File: src/design/valve_hold_safety_controller_defines.svh
// Assertion macros shared by the valve hold safety controller RTL.
`ifndef VALVE_HOLD_SAFETY_CONTROLLER_DEFINES_SVH
`define VALVE_HOLD_SAFETY_CONTROLLER_DEFINES_SVH

// Clocked check, idle while rst_n is low.
`define VHSC_ASSERT(label, prop, msg) \
  label: assert property (@(posedge clk) disable iff (!rst_n) prop) else $error(msg);

// Clocked check that also holds during reset.
`define VHSC_ASSERT_ALWAYS(label, prop, msg) \
  label: assert property (@(posedge clk) prop) else $error(msg);

`endif

File: src/design/vhsc_pkg.sv
// Types, codes and constants of the valve hold safety controller.
package vhsc_pkg;

  localparam int CHANNELS = 3;

  localparam int CNT_W     = 12;
  localparam int MIN_W     = 10;
  localparam int MODE_W    = 2;
  localparam int RUN_W     = 2;
  localparam int CFG_IDX_W = 2;
  localparam int CFG_DAT_W = 12;

  localparam logic [CNT_W-1:0] CNT_MAX = '1;

  localparam logic [MIN_W-1:0] MIN_HOLD_RST   = 10'd250;
  localparam logic [CNT_W-1:0] MAX_HOLD_RST   = 12'd3000;
  localparam logic [CNT_W-1:0] LINK_TMO_RST   = 12'd2000;
  localparam logic [CNT_W-1:0] HOLD_RECORD_RST = 12'd250;

  typedef enum logic [MODE_W-1:0] {
    MODE_TICK      = 2'd0,
    MODE_PRESS     = 2'd1,
    MODE_RELEASE   = 2'd2,
    MODE_KEEPALIVE = 2'd3
  } mode_t;

  typedef enum logic [RUN_W-1:0] {
    RUN_READY  = 2'd0,
    RUN_FIRING = 2'd1,
    RUN_DISC   = 2'd2
  } run_state_t;

  typedef enum logic [CFG_IDX_W-1:0] {
    REG_MIN_HOLD = 2'd0,
    REG_MAX_HOLD = 2'd1,
    REG_LINK_TMO = 2'd2
  } cfg_reg_t;

  function automatic logic [CNT_W-1:0] sat_inc(input logic [CNT_W-1:0] v);
    return (v == CNT_MAX) ? v : v + 1'b1;
  endfunction

endpackage

File: src/design/vhsc_in_if.sv
// Request channel into the controller: mode and channel mask.
interface vhsc_in_if;
  import vhsc_pkg::*;

  logic                valid;
  logic                ready;
  logic [MODE_W-1:0]   mode;
  logic [CHANNELS-1:0] channel_mask;

  modport source (output valid, output mode, output channel_mask, input ready);
  modport sink   (input valid, input mode, input channel_mask, output ready);
endinterface

File: src/design/vhsc_out_if.sv
// Result channel out of the controller: valve and link status.
interface vhsc_out_if;
  import vhsc_pkg::*;

  logic                valid;
  logic                ready;
  logic [CHANNELS-1:0] valve_open;
  logic [RUN_W-1:0]    run_state;
  logic                link_up;
  logic [CNT_W-1:0]    fire_time;
  logic [CNT_W-1:0]    hold_time;
  logic [CHANNELS-1:0] locked_mask;

  modport source (output valid, output valve_open, output run_state, output link_up,
                  output fire_time, output hold_time, output locked_mask,
                  input ready);
  modport sink   (input valid, input valve_open, input run_state, input link_up,
                  input fire_time, input hold_time, input locked_mask,
                  output ready);
endinterface

File: src/design/valve_hold_safety_controller.sv
// Valve hold safety controller: press/release/keepalive/tick handling and status result register.
//
// Takes one request per clock and returns one status result per request, registered in the
// cycle after acceptance. All per-channel timers, the link watchdog and the hold clamp are
// updated in a single pass of logic between the request and the result register, so
// a request is taken every cycle unless the result register is full and not drained.
// A held result does not block the next request when the sink takes it the same cycle.
`include "valve_hold_safety_controller_defines.svh"

module valve_hold_safety_controller (
  input  logic                            clk,
  input  logic                            rst_n,
  vhsc_in_if.sink                         in_ch,
  vhsc_out_if.source                      out_ch,
  input  logic                            cfg_we,
  input  logic [vhsc_pkg::CFG_IDX_W-1:0]  cfg_index,
  input  logic [vhsc_pkg::CFG_DAT_W-1:0]  cfg_wdata
);
  import vhsc_pkg::*;

  // configuration
  logic [MIN_W-1:0] min_hold_r;
  logic [CNT_W-1:0] max_hold_r;
  logic [CNT_W-1:0] link_tmo_r;

  // controller state
  run_state_t          run_r, run_nxt;
  logic [CHANNELS-1:0] open_r, open_nxt;
  logic [CHANNELS-1:0] lock_r, lock_nxt;
  logic [CHANNELS-1:0] pend_r, pend_nxt;
  logic [CNT_W-1:0]    since_r, since_nxt;
  logic [CNT_W-1:0]    open_time_r [CHANNELS];
  logic [CNT_W-1:0]    open_time_nxt [CHANNELS];
  logic [MIN_W-1:0]    min_left_r [CHANNELS];
  logic [MIN_W-1:0]    min_left_nxt [CHANNELS];
  logic [CNT_W-1:0]    rx_age_r, rx_age_nxt;
  logic                ever_r, ever_nxt;
  logic                link_r, link_nxt;
  logic [CNT_W-1:0]    hold_r, hold_nxt;

  // result register
  logic                out_valid_r;
  logic [CHANNELS-1:0] res_open_r;
  run_state_t          res_run_r;
  logic                res_link_r;
  logic [CNT_W-1:0]    res_elapsed_r;
  logic [CNT_W-1:0]    res_hold_r;
  logic [CHANNELS-1:0] res_lock_r;

  logic in_fire;

  assign in_ch.ready = !out_valid_r || out_ch.ready;
  assign in_fire     = in_ch.valid && in_ch.ready;

  always_comb begin
    logic [CNT_W-1:0]    t;
    logic [MIN_W-1:0]    m;
    logic [CNT_W-1:0]    rx;
    logic [CNT_W-1:0]    rec;
    logic [CHANNELS-1:0] eff;
    logic                last_max;
    logic                short_hold;

    run_nxt    = run_r;
    open_nxt   = open_r;
    lock_nxt   = lock_r;
    pend_nxt   = pend_r;
    since_nxt  = since_r;
    rx_age_nxt = rx_age_r;
    ever_nxt   = ever_r;
    link_nxt   = link_r;
    hold_nxt   = hold_r;
    for (int i = 0; i < CHANNELS; i++) begin
      open_time_nxt[i] = open_time_r[i];
      min_left_nxt[i]  = min_left_r[i];
    end
    t          = '0;
    m          = '0;
    rx         = '0;
    rec        = '0;
    eff        = '0;
    last_max   = 1'b0;
    short_hold = since_r < {{(CNT_W-MIN_W){1'b0}}, min_hold_r};

    if (in_fire) begin
      if (in_ch.mode == MODE_TICK) begin
        since_nxt = sat_inc(since_r);
        // last_max ends up telling whether the highest open channel closed on max-hold
        for (int i = 0; i < CHANNELS; i++) begin
          if (open_r[i]) begin
            t                = sat_inc(open_time_r[i]);
            open_time_nxt[i] = t;
            if (t >= max_hold_r) begin
              open_nxt[i] = 1'b0;
              pend_nxt[i] = 1'b0;
              lock_nxt[i] = 1'b1;
              last_max    = 1'b1;
            end else begin
              last_max = 1'b0;
              if (pend_r[i]) begin
                m               = (min_left_r[i] != '0) ? min_left_r[i] - 1'b1 : '0;
                min_left_nxt[i] = m;
                if (m == '0) begin
                  open_nxt[i] = 1'b0;
                  pend_nxt[i] = 1'b0;
                end
              end
            end
          end
        end
        if (open_r != '0 && open_nxt == '0) begin
          run_nxt = RUN_READY;
          if (last_max) begin
            hold_nxt = max_hold_r;
          end
        end
        // link watchdog
        if (ever_r) begin
          rx         = sat_inc(rx_age_r);
          rx_age_nxt = rx;
          if (rx > link_tmo_r) begin
            if (open_nxt != '0) begin
              open_nxt = '0;
              pend_nxt = '0;
              run_nxt  = RUN_DISC;
              link_nxt = 1'b0;
            end else if (link_r) begin
              link_nxt = 1'b0;
              if (run_nxt != RUN_FIRING) begin
                run_nxt = RUN_DISC;
              end
            end
          end
        end
      end else begin
        // any non-tick request is a link receive
        rx_age_nxt = '0;
        ever_nxt   = 1'b1;
        link_nxt   = 1'b1;
        if (run_r == RUN_DISC) begin
          run_nxt = RUN_READY;
        end
        if (in_ch.mode == MODE_PRESS) begin
          eff = in_ch.channel_mask & ~open_r & ~lock_r;
          if (eff != '0) begin
            run_nxt   = RUN_FIRING;
            since_nxt = '0;
            open_nxt  = open_r | eff;
            pend_nxt  = pend_r & ~eff;
            for (int i = 0; i < CHANNELS; i++) begin
              if (eff[i]) begin
                open_time_nxt[i] = '0;
              end
            end
          end
        end else if (in_ch.mode == MODE_RELEASE) begin
          lock_nxt = '0;
          if (open_r != '0) begin
            rec = short_hold ? {{(CNT_W-MIN_W){1'b0}}, min_hold_r} : since_r;
            if (rec > max_hold_r) begin
              rec = max_hold_r;
            end
            hold_nxt = rec;
            if (short_hold) begin
              pend_nxt = pend_r | open_r;
              for (int i = 0; i < CHANNELS; i++) begin
                if (open_r[i]) begin
                  min_left_nxt[i] = min_hold_r - since_r[MIN_W-1:0];
                end
              end
            end else begin
              open_nxt = '0;
              pend_nxt = '0;
              run_nxt  = RUN_READY;
            end
          end
        end
      end
    end
  end

  always_ff @(posedge clk) begin
    if (!rst_n) begin
      min_hold_r  <= MIN_HOLD_RST;
      max_hold_r  <= MAX_HOLD_RST;
      link_tmo_r  <= LINK_TMO_RST;
      run_r       <= RUN_DISC;
      open_r      <= '0;
      lock_r      <= '0;
      pend_r      <= '0;
      since_r     <= '0;
      rx_age_r    <= '0;
      ever_r      <= 1'b0;
      link_r      <= 1'b0;
      hold_r      <= HOLD_RECORD_RST;
      out_valid_r <= 1'b0;
      for (int i = 0; i < CHANNELS; i++) begin
        open_time_r[i] <= '0;
        min_left_r[i]  <= '0;
      end
    end else begin
      if (cfg_we) begin
        case (cfg_index)
          REG_MIN_HOLD: min_hold_r <= cfg_wdata[MIN_W-1:0];
          REG_MAX_HOLD: max_hold_r <= cfg_wdata[CNT_W-1:0];
          REG_LINK_TMO: link_tmo_r <= cfg_wdata[CNT_W-1:0];
          default: ;
        endcase
      end
      run_r    <= run_nxt;
      open_r   <= open_nxt;
      lock_r   <= lock_nxt;
      pend_r   <= pend_nxt;
      since_r  <= since_nxt;
      rx_age_r <= rx_age_nxt;
      ever_r   <= ever_nxt;
      link_r   <= link_nxt;
      hold_r   <= hold_nxt;
      for (int i = 0; i < CHANNELS; i++) begin
        open_time_r[i] <= open_time_nxt[i];
        min_left_r[i]  <= min_left_nxt[i];
      end
      if (in_fire) begin
        out_valid_r <= 1'b1;
      end else if (out_ch.ready) begin
        out_valid_r <= 1'b0;
      end
    end
  end

  // result payload
  always_ff @(posedge clk) begin
    if (in_fire) begin
      res_open_r    <= open_nxt;
      res_run_r     <= run_nxt;
      res_link_r    <= link_nxt;
      res_elapsed_r <= (open_nxt != '0) ? since_nxt : '0;
      res_hold_r    <= hold_nxt;
      res_lock_r    <= lock_nxt;
    end
  end

  assign out_ch.valid       = out_valid_r;
  assign out_ch.valve_open  = res_open_r;
  assign out_ch.run_state   = res_run_r;
  assign out_ch.link_up     = res_link_r;
  assign out_ch.fire_time   = res_elapsed_r;
  assign out_ch.hold_time   = res_hold_r;
  assign out_ch.locked_mask = res_lock_r;

  `VHSC_ASSERT(a_open_not_locked, ((open_r & lock_r) == '0), "locked channel is open")
  `VHSC_ASSERT(a_pend_in_open, ((pend_r & ~open_r) == '0), "pending bit on closed channel")
  `VHSC_ASSERT(a_firing_iff_open, ((run_r == RUN_FIRING) == (open_r != '0)), "run state disagrees with open valves")
  `VHSC_ASSERT(a_accept_gives_result, (in_fire |=> out_valid_r), "accepted request produced no result")
  `VHSC_ASSERT(a_stall_holds_result, ((out_valid_r && !out_ch.ready) |=> out_valid_r), "stalled result dropped")

endmodule
File: src/flat_wrapper.sv
// flat-port wrapper written by rule: the top's interface ports become plain ports
module valve_hold_safety_controller_flat import vhsc_pkg::*;
  (clk, rst_n, cfg_we, cfg_index, cfg_wdata, in_ch_valid, in_ch_mode, in_ch_channel_mask, in_ch_ready, out_ch_valid, out_ch_valve_open, out_ch_run_state, out_ch_link_up, out_ch_fire_time, out_ch_hold_time, out_ch_locked_mask, out_ch_ready);
  vhsc_in_if in_ch_i ();
  vhsc_out_if out_ch_i ();
  input  logic clk;
  input  logic rst_n;
  input  logic cfg_we;
  input  logic [vhsc_pkg::CFG_IDX_W-1:0] cfg_index;
  input  logic [vhsc_pkg::CFG_DAT_W-1:0] cfg_wdata;
  input wire logic [$bits(in_ch_i.valid)-1:0] in_ch_valid;
  input wire logic [$bits(in_ch_i.mode)-1:0] in_ch_mode;
  input wire logic [$bits(in_ch_i.channel_mask)-1:0] in_ch_channel_mask;
  output wire logic [$bits(in_ch_i.ready)-1:0] in_ch_ready;
  output wire logic [$bits(out_ch_i.valid)-1:0] out_ch_valid;
  output wire logic [$bits(out_ch_i.valve_open)-1:0] out_ch_valve_open;
  output wire logic [$bits(out_ch_i.run_state)-1:0] out_ch_run_state;
  output wire logic [$bits(out_ch_i.link_up)-1:0] out_ch_link_up;
  output wire logic [$bits(out_ch_i.fire_time)-1:0] out_ch_fire_time;
  output wire logic [$bits(out_ch_i.hold_time)-1:0] out_ch_hold_time;
  output wire logic [$bits(out_ch_i.locked_mask)-1:0] out_ch_locked_mask;
  input wire logic [$bits(out_ch_i.ready)-1:0] out_ch_ready;
  assign in_ch_i.valid = in_ch_valid;
  assign in_ch_i.mode = in_ch_mode;
  assign in_ch_i.channel_mask = in_ch_channel_mask;
  assign in_ch_ready = in_ch_i.ready;
  assign out_ch_valid = out_ch_i.valid;
  assign out_ch_valve_open = out_ch_i.valve_open;
  assign out_ch_run_state = out_ch_i.run_state;
  assign out_ch_link_up = out_ch_i.link_up;
  assign out_ch_fire_time = out_ch_i.fire_time;
  assign out_ch_hold_time = out_ch_i.hold_time;
  assign out_ch_locked_mask = out_ch_i.locked_mask;
  assign out_ch_i.ready = out_ch_ready;
  valve_hold_safety_controller u_core (.clk(clk), .rst_n(rst_n), .in_ch(in_ch_i), .out_ch(out_ch_i), .cfg_we(cfg_we), .cfg_index(cfg_index), .cfg_wdata(cfg_wdata));
endmodule
File: config.mk
export PLATFORM = sky130hd
export DESIGN_NAME = valve_hold_safety_controller_flat
export DESIGN_NICKNAME = d
export VERILOG_FILES = /design/src/design/vhsc_pkg.sv /design/src/design/vhsc_in_if.sv /design/src/design/vhsc_out_if.sv /design/src/design/valve_hold_safety_controller.sv /design/src/flat_wrapper.sv
export VERILOG_INCLUDE_DIRS = /design/src /design/src/design
export SDC_FILE = /design/constraint.sdc
export NUM_CORES = 1
export LEC_CHECK = 0
export BUFFER_PORTS_ARGS = -buffer_cell sky130_fd_sc_hd__buf_2
export CORE_MARGIN = 2
export CORE_UTILIZATION = 40
export CTS_BUF_LIST = sky130_fd_sc_hd__clkbuf_4
export DETAILED_ROUTE_END_ITERATION = 8
export HOLD_SLACK_MARGIN = 0.12
export PLACE_DENSITY = 0.63
export SYNTH_ARGS = -nofsm -noshare
export SYNTH_HDL_FRONTEND = slang
export SYNTH_SLANG_ARGS = --single-unit
File: constraint.sdc
create_clock -name clk -period 4.55 [get_ports clk]
set_input_delay 0.455 -clock clk [delete_from_list [all_inputs] [get_ports clk]]
set_output_delay 0.455 -clock clk [all_outputs]
set_load 0.1 [all_outputs]
==> results of run 1 <==
-- routing by layer --
layer | global-route usage (%) | up-vias | wire length [um]
met2 | 35.8 | 289 | 15900
met4 | 9.46 | 0 | 1240
li1 | - | 5330 | -
met3 | 4.04 | 61 | 1630
met1 | 30.9 | 5197 | 16100
met5 | 0 | - | 0
-- worst reg2reg max path, stage by stage (launching register included) --
cell and delay (ns):
dfxtp_1 0.43, and3_1 0.23, and3_1 0.24, and4_1 0.30
nand3_2 0.20, buf_4 0.22, nand4_1 0.11, xnor2_1 0.16
ha_1 0.28, nand2_1 0.08, nor3_1 0.05, a311oi_1 0.37
nand2_1 0.13, a222oi_1 0.50, nor3_2 0.10, o21bai_4 0.27
a221o_1 0.40
-- stage by stage --
stage	instance area (um2)	setup TNS, ns	util [%]	setup slack (ns)
3_3_place_gp	12300	0	43.1	0.0279
2_1_floorplan	11500	0	-	0.112
6_report	12800	0	45.0	0.243
4_1_cts	12700	0	44.8	0.0942
3_5_place_dp	12300	-0.0389	43.1	-0.0166
5_1_grt	12800	-0.0929	45.0	-0.0357
-- how the worst max path moves through the flow --
stage | end | depth (start not counted) | slack (ns) | startpoint
final | u_core.out_ch.hold_time[4] | 16 | 0.24 | u_core.open_time_r[0][16]
after global routing | u_core.out_ch.hold_time[4] | 16 | -0.04 | u_core.open_time_r[0][24]
after CTS | u_core.out_ch.hold_time[9] | 18 | 0.09 | u_core.since_r[4]
after detailed placement | u_core.out_ch.hold_time[7] | 14 | -0.02 | u_core.open_time_r[0][3]
after global placement | u_core.out_ch.hold_time[3] | 14 | 0.03 | u_core.open_time_r[0][3]
after floorplan | u_core.out_ch.hold_time[9] | 19 | 0.11 | u_core.since_r[3]
-- synth_stat cells (17+ instances only) --
| cell type | number | share of area, % |
|---|---|---|
| nand4_1 | 17 | 0.93 |
| o211ai_1 | 26 | 1.7 |
| nor2_1 | 151 | 4.9 |
| and2_1 | 21 | 1.1 |
| xnor2_1 | 18 | 1.4 |
| dfxtp_1 | 150 | 26 |
| mux2i_1 | 19 | 1.7 |
| o21a_1 | 19 | 1.2 |
| and3_1 | 17 | 0.93 |
| nor3_1 | 52 | 2.3 |
| edfxtp_1 | 33 | 8.6 |
| inv_1 | 69 | 2.3 |
| a22oi_1 | 33 | 2.2 |
| o21ai_0 | 96 | 4.2 |
| ha_1 | 87 | 9.5 |
| a31oi_1 | 25 | 1.4 |
| a21oi_1 | 111 | 4.8 |
| nand3_1 | 42 | 1.8 |
| clkbuf_1 | 69 | 2.3 |
| nand2_1 | 154 | 5.0 |
-- timing repair --
item | 4_1_cts | 5_1_grt
resized for setup | 2 | 10
hold buffers | 14 | 0
endpoints found under the hold margin | 31 | 0
pin swaps | 0 | 2
setup buffers | 0 | 4
setup endpoints to repair | 6 | 40
-- power by group --
group          internal, mW  leakage [nW]  switching, mW
Combinational         0.138          3.59          0.367
Clock                 0.306         0.164          0.700
Sequential             1.69          1.53         0.0302
-- cell type report --
type / instances / area [um2] / area share [%]
Multi-Input combinational cell: 1103 / 7010 / 54.7
Sequential cell: 183 / 4000 / 31.2
Timing Repair Buffer: 113 / 751 / 5.86
Tap cell: 384 / 480 / 3.75
Inverter: 71 / 268 / 2.09
Clock inverter: 15 / 185 / 1.44
Clock buffer: 17 / 128 / 0.995
Antenna cell: 1 / 2.50 / 0.0195
-- kinds of logic (layout without fill, tap and decap cells) --
group / count (synthesis) / in the layout
simple gates: 543 / 543
compound gates: 416 / 416
flops: 183 / 183
buf+inv: 143 / 216
fa+ha+maj: 88 / 88
xor+xnor: 34 / 34
mux: 22 / 22
other cells: 0 / 1
==> run_results.csv, run 1 <==
group,metric,value,unit
status,run_status,"completed",
detailed_routing,avg_vias_per_cell,5.76,
die,fp.dieW,174,um
setup_path,critical_path.n_buffers_inverters,1,
grt,antenna_violations_before_repair,1,
synth,synthFlopType,"dfxtp_1",
sta,hold_viol,0,
setup_path,r2r_cells,16,
sta,max_slew.worst_pin.slew,0.994,ns
synth,netlist_area,11500,um2
sta,fraction_of_the_cycle_the_final_worst_path_needs,94.7,%
setup_path,timing.critical_path.slowest_cell_delay,0.50,ns
clock_network,ctsHtreeMaxLevel,4,
die,io_pins,59,
clock_network,clock_tree_from_tritoncts,"built",
detailed_routing,detail_route.iter0.violations,895,
synth,synth_mux_area_share,1.95,%
place,dp_hpwl,25200,um
synth,synth_fp_nets,1541,
power_and_ir_drop,vdd_drop_max,0.000160,V
synth,synth-simple-area-share,23.0,%
min_path,hold_path_end,"u_core.min_hold_r[2]",
detailed_routing,avgRoutedWirePerCell,18.4,um
setup_path,worstPathArrival,4.68,ns
detailed_routing,route.detailed.drc,0,
detailed_routing,drtAntennaViolNets,0,
setup_path,path_class,"reg -> reg",
cells_and_area,area_growth,11.5,%
cells_and_area,final_nets,1601,
min_path,hold-path-cell-count,4,
setup_path,critPathTopFamily,"compound AO/OA/AOI/OAI gates",
die,coreArea,28500,um2
grt,first_global_vias,10100,
detailed_routing,routed-via-count,10900,
synth,yosys_warnings,0,
min_path,hold_path.class,"in -> reg",
power_and_ir_drop,p_total,3.23,mW
clock_network,clk-insertion-delay-late,0.64,ns
cells_and_area,drive_above_1_share,11.0,%
grt,first_pass_grt_wire_length,54700,um
clock_network,cts_made_buffers,17,
sta,fin_hold_ws,0.312,ns
place,dp_cells,1836,
place,port_buffers,58,
sta,final_worst_path_period_need,4.31,ns
setup_path,timing.critical_path.to_type,"flip-flop",
clock_network,cts-root-buf,"clkbuf_4",
sta,finalClockSkew,0.0496,ns
synth,synth_top_family_by_area,"compound AO/OA/AOI/OAI gates",
synth,synth-edff-count,33,
synth,post_synth_xor_area_fraction,2.59,%
setup_path,crit_slowest_cell,"a222oi_1",
synth,post_synth_fa_ha_maj_area_fraction,9.64,%
die,num_rows,62,
setup_path,r2r_start,"u_core.open_time_r[0][16]",
synth,synthCells,1429,
synth,synth_cell_type_count,78,
die,dieHeight,174,um
place,routabilityCongestion,0.860,
setup_path,timing.critical_path.from_type,"flip-flop",
synth,register_bit_count_reported_by_yosys,183,
detailed_routing,drt_pre_antenna_iters,6,
die,start_util,40.4,%
min_path,min_delay_startpoint,"cfg_index[1]",
detailed_routing,wl,34800,um
setup_path,worstPathCellList,"and3_1 > and3_1 > and4_1 > nand3_2 > buf_4 > nand4_1 > xnor2_1 > ha_1 > nand2_1 > nor3_1 > a311oi_1 > nand2_1 > a222oi_1 > nor3_2 > o21bai_4 > a221o_1",
setup_path,rrSetupSlack,0.24,ns
synth,share_of_synthesized_flip_flops_with_an_asynchronous_set_or_reset,0,%
run,drv.max_cap_violation_count,0,
cells_and_area,register_with_the_highest_flop_count,"u_core.open_time_r",
setup_path,r2r_endpoint,"u_core.out_ch.hold_time[4]",
cells_and_area,reg_top3,"u_core.open_time_r (36), u_core.min_left_r (30)",
cells_and_area,mostFrequentLayoutCells,"154 x nand2_1, 150 x nor2_1, 147 x dfxtp_1",
sta,setup_viol,0,
sta,fmax,0.232,GHz
sta,finalMaxSlewViolations,0,
clock_network,cts.clk_slew.worst_paths,0.20,ns
setup_path,critical_path_peak_fanout,12,
cells_and_area,largest_register_ff_count,36,
synth,syn_avg_cell_area,8.04,um2
power_and_ir_drop,leakagePower,5.28,nW
die,die-area,30100,um2
cells_and_area,nFillCells,2866,
grt,grt.overflow.total,0,
clock_network,clkSinkCount,183,
grt,grt_start_max_net_pins,74,
synth,synth-compound-area-share,23.3,%
power_and_ir_drop,power_density,252,nW/um2
setup_path,data_required_time_of_the_worst_path,4.92,ns
clock_network,clk_path_buf_depth,2,
cells_and_area,final_common_cell,"nand2_1",
cells_and_area,layoutNonFillerInstCount,1887,
synth,synth.yosys.seq_area_share,34.7,%
grt,groute.usage.overall,22.8,%
sta,slew_headroom,33.2,%
Note: power is estimated with default switching activity, not from simulation.
==> inputs of run 2 (changes only) <==
PLACE_DENSITY = 0.61   (was 0.63)
clock period = 4.5 ns   (was 4.55 ns; I/O delays follow)
==> run_results.csv, run 2 (synthesis gave the netlist of run 1 again) <==
group,metric,value,unit
status,run_status,"completed",
setup_path,critical_path_peak_fanout,8,
detailed_routing,drt_pre_antenna_iters,7,
grt,first_pass_grt_wire_length,55400,um
clock_network,clk-insertion-delay-late,0.65,ns
detailed_routing,detail_route.iter0.violations,989,
clock_network,clk_path_buf_depth,2,
sta,setup_tns,0,ns
detailed_routing,avg_vias_per_cell,5.78,
clock_network,clkSinkCount,183,
place,routabilityCongestion,0.871,
die,start_util,40.4,%
clock_network,cts.clk_slew.worst_paths,0.21,ns
die,fp.dieW,174,um
grt,grt_start_max_net_pins,54,
setup_path,r2r_start,"u_core.open_time_r[0][17]",
cells_and_area,reg_top3,"u_core.open_time_r (36), u_core.min_left_r (30)",
place,port_buffers,58,
min_path,hold_path.class,"in -> reg",
grt,grt.overflow.total,0,
detailed_routing,drtAntennaViolNets,0,
setup_path,worstPathArrival,4.68,ns
setup_path,crit_slowest_cell,"a222oi_1",
cells_and_area,largest_register_ff_count,36,
setup_path,r2r_cells,15,
power_and_ir_drop,power_density,255,nW/um2
die,coreArea,28500,um2
cells_and_area,final_common_cell,"nand2_1",
cells_and_area,mostFrequentLayoutCells,"153 x nand2_1, 149 x nor2_1, 146 x dfxtp_1",
grt,first_global_vias,10100,
sta,max_slew.worst_pin.slew,1.09,ns
grt,groute.usage.overall,23.0,%
cells_and_area,final_nets,1604,
setup_path,timing.critical_path.slowest_cell_delay,0.54,ns
sta,hold_viol,0,
clock_network,ctsHtreeMaxLevel,4,
setup_path,critical_path.most_common_cell,"and3_1",
power_and_ir_drop,leakagePower,5.30,nW
detailed_routing,routed-via-count,10900,
sta,finalMaxSlewViolations,0,
setup_path,data_required_time_of_the_worst_path,4.90,ns
die,num_rows,62,
run,drv.max_cap_violation_count,0,
place,dp_hpwl,25300,um
sta,fin_hold_ws,0.294,ns
die,io_pins,59,
setup_path,timing.critical_path.from_type,"flip-flop",
die,die-area,30100,um2
cells_and_area,area_growth,11.9,%
sta,setup_viol,0,
detailed_routing,avgRoutedWirePerCell,18.5,um
detailed_routing,route.detailed.drc,0,
setup_path,critical_path.n_buffers_inverters,1,
setup_path,worstPathCellList,"and3_1 > and3_1 > and4_2 > nand3_2 > buf_4 > xnor2_1 > ha_1 > nor3b_1 > o21ai_0 > a311oi_1 > nand2_1 > a222oi_1 > nor3_4 > o21bai_4 > a221o_1",
power_and_ir_drop,vdd_drop_max,0.000159,V
clock_network,cts-root-buf,"clkbuf_4",
sta,final_worst_path_period_need,4.28,ns
min_path,hold-path-cell-count,4,
power_and_ir_drop,p_total,3.28,mW
clock_network,clock_tree_from_tritoncts,"built",
cells_and_area,nFillCells,2871,
min_path,min_delay_startpoint,"cfg_index[1]",
die,dieHeight,174,um
place,placed_cell_area,12300,um2
sta,fmax,0.234,GHz
cells_and_area,drive_above_1_share,11.4,%
sta,fraction_of_the_cycle_the_final_worst_path_needs,95.1,%
detailed_routing,wl,34900,um
sta,slew_headroom,27.1,%
setup_path,cp.depth,15,
cells_and_area,layoutNonFillerInstCount,1890,
grt,antenna_violations_before_repair,1,
setup_path,critPathTopFamily,"compound AO/OA/AOI/OAI gates",
cells_and_area,register_with_the_highest_flop_count,"u_core.open_time_r",
setup_path,timing.critical_path.to_type,"flip-flop",
setup_path,path_class,"reg -> reg",
sta,finalClockSkew,0.0337,ns
setup_path,startpoint,"u_core.open_time_r[0][17]",
clock_network,cts_made_buffers,17,
place,dp_cells,1839,
cells_and_area,final_area,12900,um2
==> run 2: final timing paths <==
kind                                                   end  slack, ns
worst max register to register  u_core.out_ch.hold_time[5]       0.22
worst min-delay path                  u_core.min_hold_r[0]       0.29
worst max-delay path            u_core.out_ch.hold_time[5]       0.22
worst min register to register       u_core.link_tmo_r[11]       0.47
==> run 2: final cells by class <==
type	instances	area [um2]	share of cell area [%]
multi-input cells	1104	7040	54.7
flip-flops and latches	183	4000	31.1
repair buffers	115	759	5.90
well taps	384	480	3.74
inverters	71	268	2.08
clock inverters	15	189	1.47
clock buffers	17	128	0.992
diodes	1	2.50	0.0195
==> run 2: routing by layer <==
metal	vias to the layer above	GRT usage, %	wire length [um]
li1	5340	-	-
met1	5170	31.1	15700
met2	349	36.6	16000
met3	60	3.95	2000
met4	0	9.36	1200
met5	-	0	0
==> run 2: worst reg2reg max path: cells and delay by family, from the launching register on <==
family	cells	cell delay, ns
simple gates	7	1.39
flops	1	0.40
fa+ha+maj	1	0.29
compound gates	5	1.60
buf+inv	1	0.21
xor+xnor	1	0.13
==> run 2: through the flow <==
stage / setup WS, ns / util, %
final: 0.221 / 45.2
after CTS: 0.0210 / 44.8
after floorplan: 0.0618 / -
after global placement: 0.125 / 43.2
after global routing: -0.0905 / 45.2
after detailed placement: 0.0400 / 43.2
==> run 2: report_power, final <==
group / leakage [nW] / internal [mW] / switching, mW
Sequential: 1.53 / 1.71 / 0.0298
Combinational: 3.61 / 0.140 / 0.373
Clock: 0.168 / 0.278 / 0.749
Total: 5.30 / 2.13 / 1.15
==> run 2: repair_timing <==
item                       CTS  global route
hold endpoints to repair    35             0
cloned                       0             1
setup endpoints to repair    2            56
resized for setup            1            18
setup buffers                0             2
hold buffers                15             0
pin swaps                    0             4
==> inputs of run 3 (changes only) <==
BUFFER_PORTS_ARGS = -buffer_cell sky130_fd_sc_hd__buf_4   (was -buffer_cell sky130_fd_sc_hd__buf_2)
PLACE_DENSITY = 0.53   (was 0.61)
==> run_results.csv, run 3 (synthesis gave the netlist of run 1 again) <==
group,metric,value,unit
setup_path,critical_path.most_common_cell,"buf_4",
setup_path,startpoint,"u_core.open_time_r[0][15]",
place,pre_cts_ws,-0.0626,ns
cells_and_area,reg_top3,"u_core.open_time_r (36), u_core.min_left_r (30)",
clock_network,cts_made_buffers,17,
clock_network,clk_path_buf_depth,2,
sta,finalMaxSlewViolations,0,
die,num_rows,62,
clock_network,clk-insertion-delay-late,0.64,ns
detailed_routing,route.detailed.drc,0,
grt,groute.usage.overall,23.6,%
sta,fmax,0.231,GHz
power_and_ir_drop,leakagePower,5.39,nW
setup_path,r2r_start,"u_core.open_time_r[0][15]",
detailed_routing,avgRoutedWirePerCell,18.7,um
cells_and_area,multiInputGateArea,6990,um2
power_and_ir_drop,p_clk_share,29.7,%
clock_network,clock_tree_from_tritoncts,"built",
grt,first_pass_grt_wire_length,56100,um
power_and_ir_drop,switching_power,1.11,mW
cells_and_area,final_nets,1615,
place,routabilityCongestion,0.863,
setup_path,timing.critical_path.slowest_cell_delay,0.52,ns
detailed_routing,drtAntennaViolNets,0,
cells_and_area,final_common_cell,"nand2_1",
die,coreArea,28500,um2
setup_path,worstPathArrival,4.78,ns
status,run_status,"completed",
clock_network,cts.clk_slew.worst_paths,0.17,ns
sta,hold_viol,0,
sta,final_worst_path_period_need,4.32,ns
grt,antenna_violations_before_repair,2,
detailed_routing,avg_vias_per_cell,5.68,
detailed_routing,routed-via-count,10800,
power_and_ir_drop,share_comb_of_total_power,16.6,%
cells_and_area,nFillCells,2874,
power_and_ir_drop,netSwitchingFraction,34.4,%
place,port_buffers,58,
cells_and_area,mostFrequentLayoutCells,"153 x nand2_1, 150 x nor2_1, 147 x dfxtp_1",
grt,first_global_vias,10100,
power_and_ir_drop,internal_power,2.12,mW
setup_path,path_class,"reg -> reg",
clock_network,ctsHtreeMaxLevel,4,
sta,slew_headroom,30.2,%
setup_path,critPathTopFamily,"simple AND/OR/NAND/NOR gates",
cells_and_area,area_growth,13.2,%
place,dp_hpwl,26100,um
sta,grt_setup_unrepaired,"no",
setup_path,crit_slowest_cell,"or4_1",
sta,finalClockSkew,0.0323,ns
power_and_ir_drop,power_density,248,nW/um2
grt,grt.overflow.total,0,
sta,setup_slack,0.176,ns
sta,max_slew.worst_pin.slew,1.04,ns
setup_path,critical_path.n_buffers_inverters,3,
cells_and_area,drive_above_1_share,11.7,%
setup_path,critical_path_peak_fanout,9,
power_and_ir_drop,vdd_drop_max,0.000115,V
setup_path,worstPathCellList,"and3_1 > and3_1 > and4_1 > nand3_1 > buf_4 > xnor2_1 > ha_1 > nor3b_1 > o21ai_0 > a311oi_1 > nand2_1 > buf_4 > or4_1 > a31oi_2 > nor4b_4 > buf_4 > nor2_1",
clock_network,cts-root-buf,"clkbuf_4",
setup_path,data_required_time_of_the_worst_path,4.95,ns
grt,grt_start_max_net_pins,50,
die,die-area,30100,um2
min_path,min_delay_startpoint,"cfg_index[0]",
run,drv.max_cap_violation_count,0,
clock_network,clkSinkCount,183,
cells_and_area,register_with_the_highest_flop_count,"u_core.open_time_r",
die,fp.dieW,174,um
die,start_util,40.4,%
detailed_routing,drt_pre_antenna_iters,7,
sta,fraction_of_the_cycle_the_final_worst_path_needs,96.1,%
detailed_routing,detail_route.iter0.violations,797,
cells_and_area,layoutNonFillerInstCount,1902,
place,dp_cells,1850,
cells_and_area,largest_register_ff_count,36,
die,io_pins,59,
power_and_ir_drop,seq_power_share,53.7,%
setup_path,timing.critical_path.from_type,"flip-flop",
setup_path,timing.critical_path.to_type,"flip-flop",
die,dieHeight,174,um
min_path,hold_path.class,"in -> reg",
sta,setup_viol,0,
detailed_routing,wl,35500,um
cells_and_area,seqCellArea,4000,um2
## run 3: changes by cell type in the layout (fill, tap and decap cells not counted), sizes merged
cell,before,now
diode,1,2
clkinvlp,0,1
inv,80,79
dlygate4sd3,15,14
buf,100,113
o21bai,3,2
## run 3: repair_timing
action	CTS	global route
pin swaps	1	2
hold buffers	14	0
buffers inserted	2	2
gates resized for setup	1	8
setup endpoints to repair	6	22
hold endpoints to repair	35	0
gates cloned	0	0
## run 3: metal layers
layer / share of wire, % / vias up / global-route usage, %
met5: 0 / - / 0
met4: 1.8 / 0 / 6.50
met3: 4.7 / 38 / 3.82
met2: 45 / 257 / 37.0
met1: 49 / 5142 / 33.6
li1: - / 5366 / -
## run 3: cell type report
| cell class | count | area share [%] |
|---|---|---|
| multi-input combinational | 1103 | 53.7 |
| clock inverter | 15 | 1.18 |
| inverter | 71 | 2.06 |
| timing repair buffer | 127 | 7.59 |
| sequential | 183 | 30.7 |
| clock buffer | 17 | 0.981 |
| antenna | 2 | 0.0385 |
| tap | 384 | 3.69 |
## run 3: worst paths after layout
kind	end	slack (ns)	depth (start not counted)
setup / recovery	u_core.out_ch.fire_time[7]	0.18	17
hold reg to reg	u_core.link_tmo_r[5]	0.47	2
setup reg to reg	u_core.out_ch.fire_time[7]	0.18	17
hold / removal	u_core.min_hold_r[9]	0.24	4
## run 3: worst min-delay path, cell delays in order
cell     delay [ns]
buf_4          0.11
nor3b_2        0.12
nand2_1        0.10
a21oi_1        0.05
## run 3: stage by stage
| step | util (%) | hold slack, ns | setup TNS, ns | area, um2 | power, mW |
|---|---|---|---|---|---|
| after floorplan | - | 0.436 | 0 | 11500 | 2.12 |
| after global placement | 44.0 | 0.445 | 0 | 12500 | 2.29 |
| after detailed placement | 44.0 | 0.452 | -0.342 | 12500 | 2.29 |
| after CTS | 45.5 | 0.198 | 0 | 13000 | 3.26 |
| after global routing | 45.7 | 0.225 | 0 | 13000 | 3.38 |
| final | 45.7 | 0.241 | 0 | 13000 | 3.23 |
## run 3: power by group through the flow
stage               registers, mW  clock network, mW  logic (mW)
floorplan                    1.87                  0       0.247
global placement             1.77                  0       0.518
detailed placement           1.77                  0       0.521
CTS                          1.74              0.995       0.532
global route                 1.74               1.06       0.579
finish                       1.74              0.958       0.538
